[config.mk]
export PLATFORM = sky130hd
export DESIGN_NAME = sntiu_ctrl
export DESIGN_NICKNAME = d
export VERILOG_FILES = /design/src/sv/sntiu_pkg.sv /design/src/sv/sntiu_ctrl.sv
export SDC_FILE = /design/constraint.sdc
export NUM_CORES = 1
export LEC_CHECK = 0
export ABC_CLOCK_PERIOD_IN_PS = 3100
export BUFFER_PORTS_ARGS = -buffer_cell sky130_fd_sc_hd__buf_2
export CAP_MARGIN = 20
export CORE_AREA = 2 2 39 41
export CTS_CLUSTER_SIZE = 40
export DETAILED_ROUTE_END_ITERATION = 8
export DIE_AREA = 0 0 41 43
export HOLD_SLACK_MARGIN = 0.03
export PLACE_DENSITY_LB_ADDON = 0.05
export SYNTH_ARGS = -nofsm -noshare
export SYNTH_HDL_FRONTEND = slang
export SYNTH_SLANG_ARGS = --single-unit
[constraint.sdc]
create_clock -name clk -period 3.1 [get_ports clk]
set_clock_uncertainty 0.15 [all_clocks]
set_input_delay 0.62 -clock clk [delete_from_list [all_inputs] [get_ports clk]]
set_output_delay 0.62 -clock clk [all_outputs]
set_load 0.01 [all_outputs]
[src/sv/sntiu_pkg.sv]
// ----------------------------------------------------------------------------
// sntiu_pkg
// Types, constants and the sigmoid table function shared by the neuron unit.
// ----------------------------------------------------------------------------
package sntiu_pkg;

	localparam logic [1:0] OP_FWD     = 2'd0;
	localparam logic [1:0] OP_TRAIN   = 2'd1;
	localparam logic [1:0] OP_LOAD    = 2'd2;
	localparam logic [1:0] OP_IGNORED = 2'd3;

	localparam logic [1:0] KIND_FWD   = 2'd0;
	localparam logic [1:0] KIND_TRAIN = 2'd1;
	localparam logic [1:0] KIND_LOAD  = 2'd2;

	localparam logic CFG_LEARN_RATE    = 1'b0;
	localparam logic CFG_ACTIVE_INPUTS = 1'b1;

	typedef enum logic [2:0] {
		ST_CLEAR,
		ST_IDLE,
		ST_READ,
		ST_MUL1,
		ST_MUL2,
		ST_MUL3,
		ST_WRITE,
		ST_OUT
	} state_t;

	// controller -> datapath
	typedef struct packed {
		logic clear;
		logic capture;
		logic rd_en;
		logic mul1;
		logic mul2;
		logic mul3;
		logic commit;
		logic out_load;
	} dp_cmd_t;

	// datapath -> controller
	typedef struct packed {
		logic last;
		logic op_ignored;
		logic clear_done;
	} dp_sts_t;

	// unsigned quotient by shift and subtract (elaboration only)
	function automatic longint unsigned udiv(input longint unsigned n,
			input longint unsigned dv);
		longint unsigned q;
		longint unsigned r;
		q = 0;
		r = 0;
		for (int b = 63; b >= 0; b--) begin
			r = {r[62:0], n[b]};
			if (r >= dv) begin
				r = r - dv;
				q[b] = 1'b1;
			end
		end
		return q;
	endfunction

	// e^-f, Q0.32, f in Q.24 (elaboration only)
	function automatic longint unsigned exp_frac(input longint unsigned f);
		longint unsigned pos;
		longint unsigned neg;
		longint unsigned term;
		pos = 64'd1 << 32;
		neg = 0;
		term = 64'd1 << 32;
		for (int k = 1; k <= 24; k++) begin
			term = udiv((term * f) >> 24, longint'(k));
			if ((k & 1) == 1) begin
				neg += term;
			end else begin
				pos += term;
			end
		end
		return pos - neg;
	endfunction

	function automatic logic [15:0] sig_entry(input int i, input int Entries);
		longint num;
		logic negt;
		longint unsigned mag;
		longint unsigned a;
		longint unsigned e;
		longint unsigned e1;
		longint unsigned d;
		longint unsigned v;
		longint unsigned n;
		num = 32 * longint'(i) + 16 - 16 * longint'(Entries);
		negt = num < 0;
		mag = negt ? longint'(-num) : num;
		a = udiv(mag << 23, longint'(Entries));
		e = exp_frac(a & 64'hFFFFFF);
		e1 = exp_frac(64'd1 << 24);
		n = (a >> 24) & 64'd7;
		for (int j = 0; j < 8; j++) begin
			if (longint'(j) < n) begin
				e = (e * e1) >> 32;
			end
		end
		d = (64'd1 << 32) + e;
		if (!negt) begin
			v = udiv((64'd1 << 48) + (d >> 1), d);
		end else begin
			v = udiv((e << 16) + (d >> 1), d);
		end
		return (v > 64'd65535) ? 16'hFFFF : v[15:0];
	endfunction

endpackage

[src/sv/sntiu_ctrl.sv]
// ----------------------------------------------------------------------------
// sntiu_ctrl
// Sequencer: RAM clear, then per element read weight, three multiply steps, commit, emit on last.
// ----------------------------------------------------------------------------
module sntiu_ctrl
	import sntiu_pkg::*;
(
	input  logic    clk,
	input  logic    arst_n,
	input  logic    in_valid,
	output logic    in_ready,
	output logic    out_valid,
	input  logic    out_ready,
	output dp_cmd_t cmd,
	input  dp_sts_t sts
);
	state_t state_q, state_d;
	logic   pend_q;

	always_ff @(posedge clk or negedge arst_n) begin
		if (!arst_n) begin
			state_q <= ST_CLEAR;
			pend_q  <= 1'b0;
		end else begin
			state_q <= state_d;
			if (cmd.out_load) begin
				pend_q <= 1'b1;
			end else if (out_ready) begin
				pend_q <= 1'b0;
			end
		end
	end

	assign out_valid = pend_q;

	always_comb begin
		state_d = state_q;
		case (state_q)
			ST_CLEAR: begin
				if (sts.clear_done) begin
					state_d = ST_IDLE;
				end
			end
			ST_IDLE: begin
				if (in_valid) begin
					state_d = ST_READ;
				end
			end
			ST_READ:  state_d = sts.op_ignored ? ST_IDLE : ST_MUL1;
			ST_MUL1:  state_d = ST_MUL2;
			ST_MUL2:  state_d = ST_MUL3;
			ST_MUL3:  state_d = ST_WRITE;
			ST_WRITE: state_d = sts.last ? ST_OUT : ST_IDLE;
			ST_OUT: begin
				// hold until the previous result is taken
				if (!pend_q || out_ready) begin
					state_d = ST_IDLE;
				end
			end
			default: state_d = ST_IDLE;
		endcase
	end

	always_comb begin
		in_ready = 1'b0;
		cmd = '0;
		case (state_q)
			ST_CLEAR: cmd.clear = 1'b1;
			ST_IDLE: begin
				in_ready = 1'b1;
				cmd.capture = in_valid;
				cmd.rd_en = in_valid;
			end
			ST_MUL1:  cmd.mul1 = 1'b1;
			ST_MUL2:  cmd.mul2 = 1'b1;
			ST_MUL3:  cmd.mul3 = 1'b1;
			ST_WRITE: cmd.commit = 1'b1;
			ST_OUT:   cmd.out_load = !pend_q || out_ready;
			default: ;
		endcase
	end
endmodule

Yosys cells after proc, flatten, opt, wreduce, memory -nomap -nowiden
Index checks and enable logic that the tools add are counted.

Reduce and logical (&&, ||, !) cells: 5. Equal/unequal tests: 10. Mux-type cells: 16.

Operators by type and width (count): $pmux W3 S8 (1); $eq A3 B3 Y1 const B (4); $mux W3 (4); $mux W1 (9); $eq A3 B2 Y1 const B (2); $ne A2 B2 Y1 const B (3); $mux W2 (2); $eq A3 B1 Y1 const B (1); $logic_not A3 Y1 (1); $reduce_and A3 Y1 (1); $reduce_bool A2 Y1 (1); $logic_not A1 Y1 (1); $logic_or A1 B1 Y1 (1).

Bits in registers: 4. Input port bits: 7.

Longest topological paths before layout
Gate-level depths: netlist of the first run.

Depth in word-level cells: 4. Mapped depth: 4. Gate-level depth less buffers: 3.

Worst setup path before layout of the first run
Ideal clock, no wire load.

Kind: reg-to-output. Start point: register state_q[1]. End point: output cmd[6] (netlist bit). Stages on the path, launching flop included: 5. Required time: 2.330 ns. Slack: 1.214 ns. Arrival time: 1.116 ns. Cell sequence: dfrtp_1 buf_2 nor3b_2 and2_1 buf_4.

RTL lines: start, declared (RTL line sntiu_ctrl.sv:17) `state_t state_q, state_d;`; start signal, assigned (RTL line sntiu_ctrl.sv:25) `state_q <= state_d;`; end, declared (RTL line sntiu_ctrl.sv:14) `output dp_cmd_t cmd,`.

==> impl_results.md, run 1 <==
* Post-detail-place hpwl at 545 microns
* First-pass GRT wire length at 1.23 mm
* Yosys warns at 0
* Hold Crit Class: reg2reg
* GPL Wtd Cong at 0.646
* Worst-case clock buffer depth at 2
* Setup TNS at 0 ns
* # port buffers at 16
* Vias at 293
* Num CTS Buffers at 3
* Most common cell after layout, fill and taps aside: buf_2
* Layout cells sized above 1 at 43.1%
* Fmax at 492 MHz
* Antenna Cells at 0
* Nets at 60
* Startpoint class of the critical path: flop
* Max Cap Viol at 0
* Core Region at 1380 sq um
* Cell taking the most area after synthesis: dfrtp_1
* CTS H-tree lvls at 1
* Critical path arrival at 1.26 ns
* Seq/Total Area, Yosys at 36.2%
* Final core occ at 27.5%
* Post-layout min period at 2.03 ns
* Peak supply drop at 327 uV
* Worst Max-Slew Pin Slew at 0.371 ns
* Clk slew on worst S/H paths at 0.04 ns
* Clock sink count at 4
* Status: completed
* Most area-consuming cells after synthesis: dfrtp_1 36%, a21oi_1 7.2%, o21ai_0 7.2%
* Vias per cell at 4.37
* Post-synth top area share at 36.2%
* Area Overhead vs Synth at 37.6%
* Die Wd at 41 microns
* Root Buffer: clkbuf_4
* Clk_lat worst skew at 0.23 ns
* Synth Area in Compound Gates at 18.1%
* Synth Area in Adders at 0%
* Cts repair resizes at 0
* Final Hold Violating Endpoints at 0
* Syn avg cell area at 7.90 sq um
* Final Slew Violations at 0
* Netlist cell types at 18
* CTS tree: done
* Synth Instances at 35
* Cell Area, Synth at 277 sq um
* Slowest-stage cell, CP: dfrtp_1
* Initial antenna violation count at 0
* Worst stage delay on the critical path at 0.55 ns
* Routed length per instance at 10.8 microns
* Overflow after GRT at 0
* Synth Register Bits at 4
* Worst slew margin at 75.3%
* Most frequent cells in the layout: 16 x buf_2, 4 x nor2_1, 4 x a21oi_1, 4 x o21ai_0, 4 x dfrtp_1
* Die area at 1760 sq um
* Ports at 17
* Pwr Total at 0.000383 W
* Crit-path cells: nand3_1, a21oi_1, buf_2
* CP Class: reg2out
* GRT Total Usage at 10.5%
* Multiplexer share of the synthesized area at 0%
* DRT iter0 DRCs at 4
* Die Height at 43 microns
* Drt pass-1 iters at 3
* XOR/XNOR Fraction of Synth Area at 0%
* Vias in the first global route at 286
* Leakage Power at 0.202 nW
* Combinational family with the most area after synthesis: simple AND/OR/NAND/NOR gates
* Synth Area in Simple Gates at 31.2%
* Syn Nets at 42
* Post-CTS setup buffers at 0
* Crit-path max FO at 13
* CP endpoint kind: primary output
* Worst path required time at 2.33 ns
* Period utilization at 65.6%
* Pwr Density at 1010 nW/um^2
* Final setup violation count at 0
* Unrepaired setup endpoints after global routing: false
* Largest net degree at the start of global routing at 14
* Row count at 14
* Final wirelength at 724 microns
* Initial core utilization at 20.0%
* # DRC at 0
* Remaining antenna violation count at 0
==> synth_stat cells <==
master and n:
nor3b_2 1, nand3b_1 1, and2_1 2, or3_1 1, a22o_2 1, o21ai_0 4, nor3b_1 1, a21oi_1 4
nand2_1 2, buf_2 2, dfrtp_1 4, buf_4 1, nor3_1 1, inv_1 3, nor2_1 4, nand3_1 1
and3_2 1, buf_6 1
==> flip-flops by register name, indices dropped and copies added, names as in the netlist <==
| name | flops |
|---|---|
| out_valid | 1 |
| state_q | 3 |
==> kinds of logic after synthesis <==
logic type             after synthesis
buffers and inverters                7
DFF                                  4
AOI/OAI and AO/OA                    9
and+or+nand+nor                     15
==> what timing repair did <==
action	4_1_cts	5_1_grt
endpoints found under the hold margin	4	0
endpoints found under the setup margin	0	0
hold buffers	1	0
==> per-layer routing <==
metal	GRT usage (%)	part of all wire [%]
met5	0	0
met4	8.00	0
met3	3.14	5.4
met2	14.1	53
met1	13.4	42
==> area by class of cell <==
class	instances	area, sq um
Clock buffer	3	22.5
Multi-Input combinational cell	24	136
Tap cell	16	20.0
Sequential cell	4	100
Fill cell	164	1000
Inverter	3	11.3
Timing Repair Buffer	17	90.1
==> critical path: cells and delay by family (launching register included) <==
family	cells	cell delay, ns
and+or+nand+nor	1	0.14
buffers and inverters	1	0.16
AOI/OAI and AO/OA	1	0.17
DFF	1	0.55
==> power by group <==
group / switching (W) / internal (W)
clock: 0.0000225 / 0.0000434
sequential: 0.0000606 / 0.0000790
combinational: 0.0000893 / 0.0000883
==> final timing paths <==
check | start | end | slack (ns) | cells after the start
worst max register to register | state_q[0]$_DFFE_PN0P_ | state_q[0]$_DFFE_PN0P_ | 1.74 | 3
max in group asynchronous | arst_n | out_valid$_DFFE_PN0P_ | 2.12 | 2
worst min register to register | out_valid$_DFFE_PN0P_ | out_valid$_DFFE_PN0P_ | 0.41 | 2
worst min-delay path | out_valid$_DFFE_PN0P_ | out_valid$_DFFE_PN0P_ | 0.41 | 2
min in group asynchronous | arst_n | state_q[1]$_DFFE_PN0P_ | 0.57 | 2
worst max-delay path | state_q[2]$_DFFE_PN0P_ | cmd[0] | 1.07 | 3
==> stage by stage <==
| step | setup slack (ns) | cell area (sq um) | hold WS, ns | cells |
|---|---|---|---|---|
| 5_1_grt | 0.939 | 380 | 0.451 | 67 |
| 2_1_floorplan | 1.21 | 277 | 0.174 | 35 |
| 3_3_place_gp | 1.30 | 348 | 0.277 | 63 |
| 3_5_place_dp | 1.28 | 348 | 0.279 | 63 |
| 4_1_cts | 1.05 | 380 | 0.421 | 67 |
| 6_report | 1.07 | 380 | 0.412 | 67 |
(Power assumes the default switching activity.)
==> inputs of run 2 (changes only) <==
Settings changed: ABC_CLOCK_PERIOD_IN_PS 3100 to 1990.
Clock period 3.1 ns to 1.99 ns, I/O delays scaled along.
==> impl_results.md, run 2 (same netlist as run 1, synthesis figures left out) <==
* Status: completed (unchanged)
* Placed cell count at 63 (unchanged)
* Ports at 17 (unchanged)
* Nets at 60 (unchanged)
* CTS H-tree lvls at 1 (unchanged)
* Reg-to-reg critical path endpoint: state_q[0]$_DFFE_PN0P_ (unchanged)
* Hold Path End: out_valid$_DFFE_PN0P_ (unchanged)
* Pwr Density at 1550 nW/um^2 (was 1010 nW/um^2)
* Top delay family on crit path: flip-flops (unchanged)
* Peak supply drop at 562 uV (was 327 uV)
* Max reg flops at 3 (unchanged)
* CTS tree: done (unchanged)
* GRT Total Usage at 9.68% (was 10.5%)
* Cell Count, Final, Fillers Out at 67 (unchanged)
* Worst Reg-to-Reg Cells at 3 (unchanged)
* Cts repair resizes at 0 (unchanged)
* Filler cells at 166 (was 164)
* Largest net degree at the start of global routing at 14 (unchanged)
* Antenna Cells at 0 (unchanged)
* Area Overhead vs Synth at 37.6% (unchanged)
* Worst Max-Slew Pin Slew at 0.350 ns (was 0.371 ns)
* FF/Latch Area at 100 sq um (unchanged)
* GPL Wtd Cong at 0.714 (was 0.646)
* WP buf/inv at 1 (unchanged)
* Vias at 294 (was 293)
* Die Wd at 41 microns (unchanged)
* Hold_sp: out_ready (was out_valid$_DFFE_PN0P_)
* Clk_lat worst skew at 0.23 ns (about the same)
* Initial antenna violation count at 0 (unchanged)
* Vias per cell at 4.39 (was 4.37)
* DRT iter0 DRCs at 13 (was 4)
* Routed length per instance at 10.4 microns (was 10.8 microns)
* CP Class: reg2out (unchanged)
* Max Cap Viol at 0 (unchanged)
* Post-layout min period at 1.79 ns
* Row count at 14 (unchanged)
* Crit-path max FO at 13 (unchanged)
* Leakage Power at 0.202 nW (unchanged)
* Clock sink count at 4 (unchanged)
* Reg with most FFs: state_q (unchanged)
* Worst reg2reg setup slack at 0.63 ns (was 1.74 ns)
* Layout cells sized above 1 at 43.1% (unchanged)
* Cell Area, Placed at 348 sq um (unchanged)
* Fmax at 557 MHz
* Die Height at 43 microns (unchanged)
* Die area at 1760 sq um (unchanged)
* Core Region at 1380 sq um (unchanged)
* Root Buffer: clkbuf_4 (unchanged)
* Reg-to-reg critical path startpoint: state_q[0]$_DFFE_PN0P_ (unchanged)
* Drt pass-1 iters at 4 (was 3)
* Final instance area at 380 sq um (unchanged)
* Worst Hold Depth at 2 (unchanged)
* Worst stage delay on the critical path at 0.54 ns (was 0.55 ns)
* Clk slew on worst S/H paths at 0.03 ns (was 0.04 ns)
* Worst slew margin at 76.7% (was 75.3%)
* Startpoint class of the critical path: flop (unchanged)
* Vias in the first global route at 255 (was 286)
* Initial core utilization at 20.0% (unchanged)
* Footprint of the multi-input gates at 136 sq um (unchanged)
* Crit-path cells: nand3_1, a21oi_1, buf_2 (unchanged)
* Num CTS Buffers at 3 (unchanged)
* Hold WS at 0.241 ns (was 0.412 ns)
* Final Slew Violations at 0 (unchanged)
* Setup TNS at 0 ns (unchanged)
* # port buffers at 16 (unchanged)
* First-pass GRT wire length at 1.11 mm (was 1.23 mm)
* Final setup violation count at 0 (unchanged)
* Period utilization at 90.2%
* Most frequent cells in the layout: 16 x buf_2, 4 x nor2_1, 4 x a21oi_1, 4 x o21ai_0, 4 x dfrtp_1 (unchanged)
* Critical path arrival at 1.25 ns (was 1.26 ns)
* Hold Crit Class: in2reg (was reg2reg)
* Final wirelength at 694 microns (was 724 microns)
* Unrepaired setup endpoints after global routing: false (unchanged)
* Worst-case clock buffer depth at 2 (unchanged)
* CP endpoint kind: primary output (unchanged)
* # DRC at 0 (unchanged)
* Most common cell after layout, fill and taps aside: buf_2 (unchanged)
* Remaining antenna violation count at 0 (unchanged)
* Final Hold Violating Endpoints at 0 (unchanged)
* Slowest-stage cell, CP: dfrtp_1 (unchanged)
* Overflow after GRT at 0 (unchanged)
* Worst path required time at 1.44 ns (was 2.33 ns)
run 2: cell counts in the layout (fill, tap and decap cells not counted):
No cell type changed its count.
run 2: worst max path at each step:
stage / cells after the start / slack, ns / from / endpoint
after floorplan: 4 / 0.33 / state_q[1]$_DFFE_PN0P_ / cmd[6]
after global placement: 3 / 0.43 / state_q[2]$_DFFE_PN0P_ / cmd[0]
after detailed placement: 3 / 0.44 / state_q[2]$_DFFE_PN0P_ / cmd[0]
after CTS: 3 / 0.19 / state_q[2]$_DFFE_PN0P_ / cmd[0]
after global routing: 3 / 0.04 / state_q[2]$_DFFE_PN0P_ / cmd[0]
final: 3 / 0.20 / state_q[2]$_DFFE_PN0P_ / cmd[0]
run 2: per-stage QoR:
step                worst slack (ns)  power, W  util, %
detailed placement             0.441  0.000496     25.1
floorplan                      0.326  0.000419        -
global route                  0.0368  0.000658     27.5
CTS                            0.190  0.000600     27.5
finish                         0.196  0.000590     27.5
global placement               0.434  0.000496     25.1
run 2: metal layers:
layer  part of all wire, %  up-vias  global-route usage (%)
met1                    41      134                    12.4
met4                     0        0                    2.00
met3                   8.8        0                    8.38
met2                    50       10                    12.2
met5                     0        -                       0
li1                      -      150                       -
run 2: final cells by class:
| cell class | instances | area share [%] |
|---|---|---|
| sequential | 4 | 26.3 |
| clock buffer | 3 | 5.92 |
| multi-input combinational | 24 | 35.9 |
| inverter | 3 | 2.96 |
| timing repair buffer | 17 | 23.7 |
| tap | 16 | 5.26 |
run 2: where the power goes:
| group | total, W | internal, W | switching [W] |
|---|---|---|---|
| registers | 0.000213 | 0.000123 | 0.0000898 |
| logic | 0.000278 | 0.000138 | 0.000141 |
| clock network | 0.0000984 | 0.0000673 | 0.0000311 |
run 2: worst register-to-register path: stages, from the launching register on:
cell     delay (ns)
dfrtp_1        0.46
or3_1          0.41
a21oi_1        0.15
a21oi_1        0.06
run 2: timing repair:
| item | CTS | global route |
|---|---|---|
| hold buffers | 1 | 0 |
| hold endpoints to repair | 4 | 0 |
| buffers inserted | 0 | 0 |
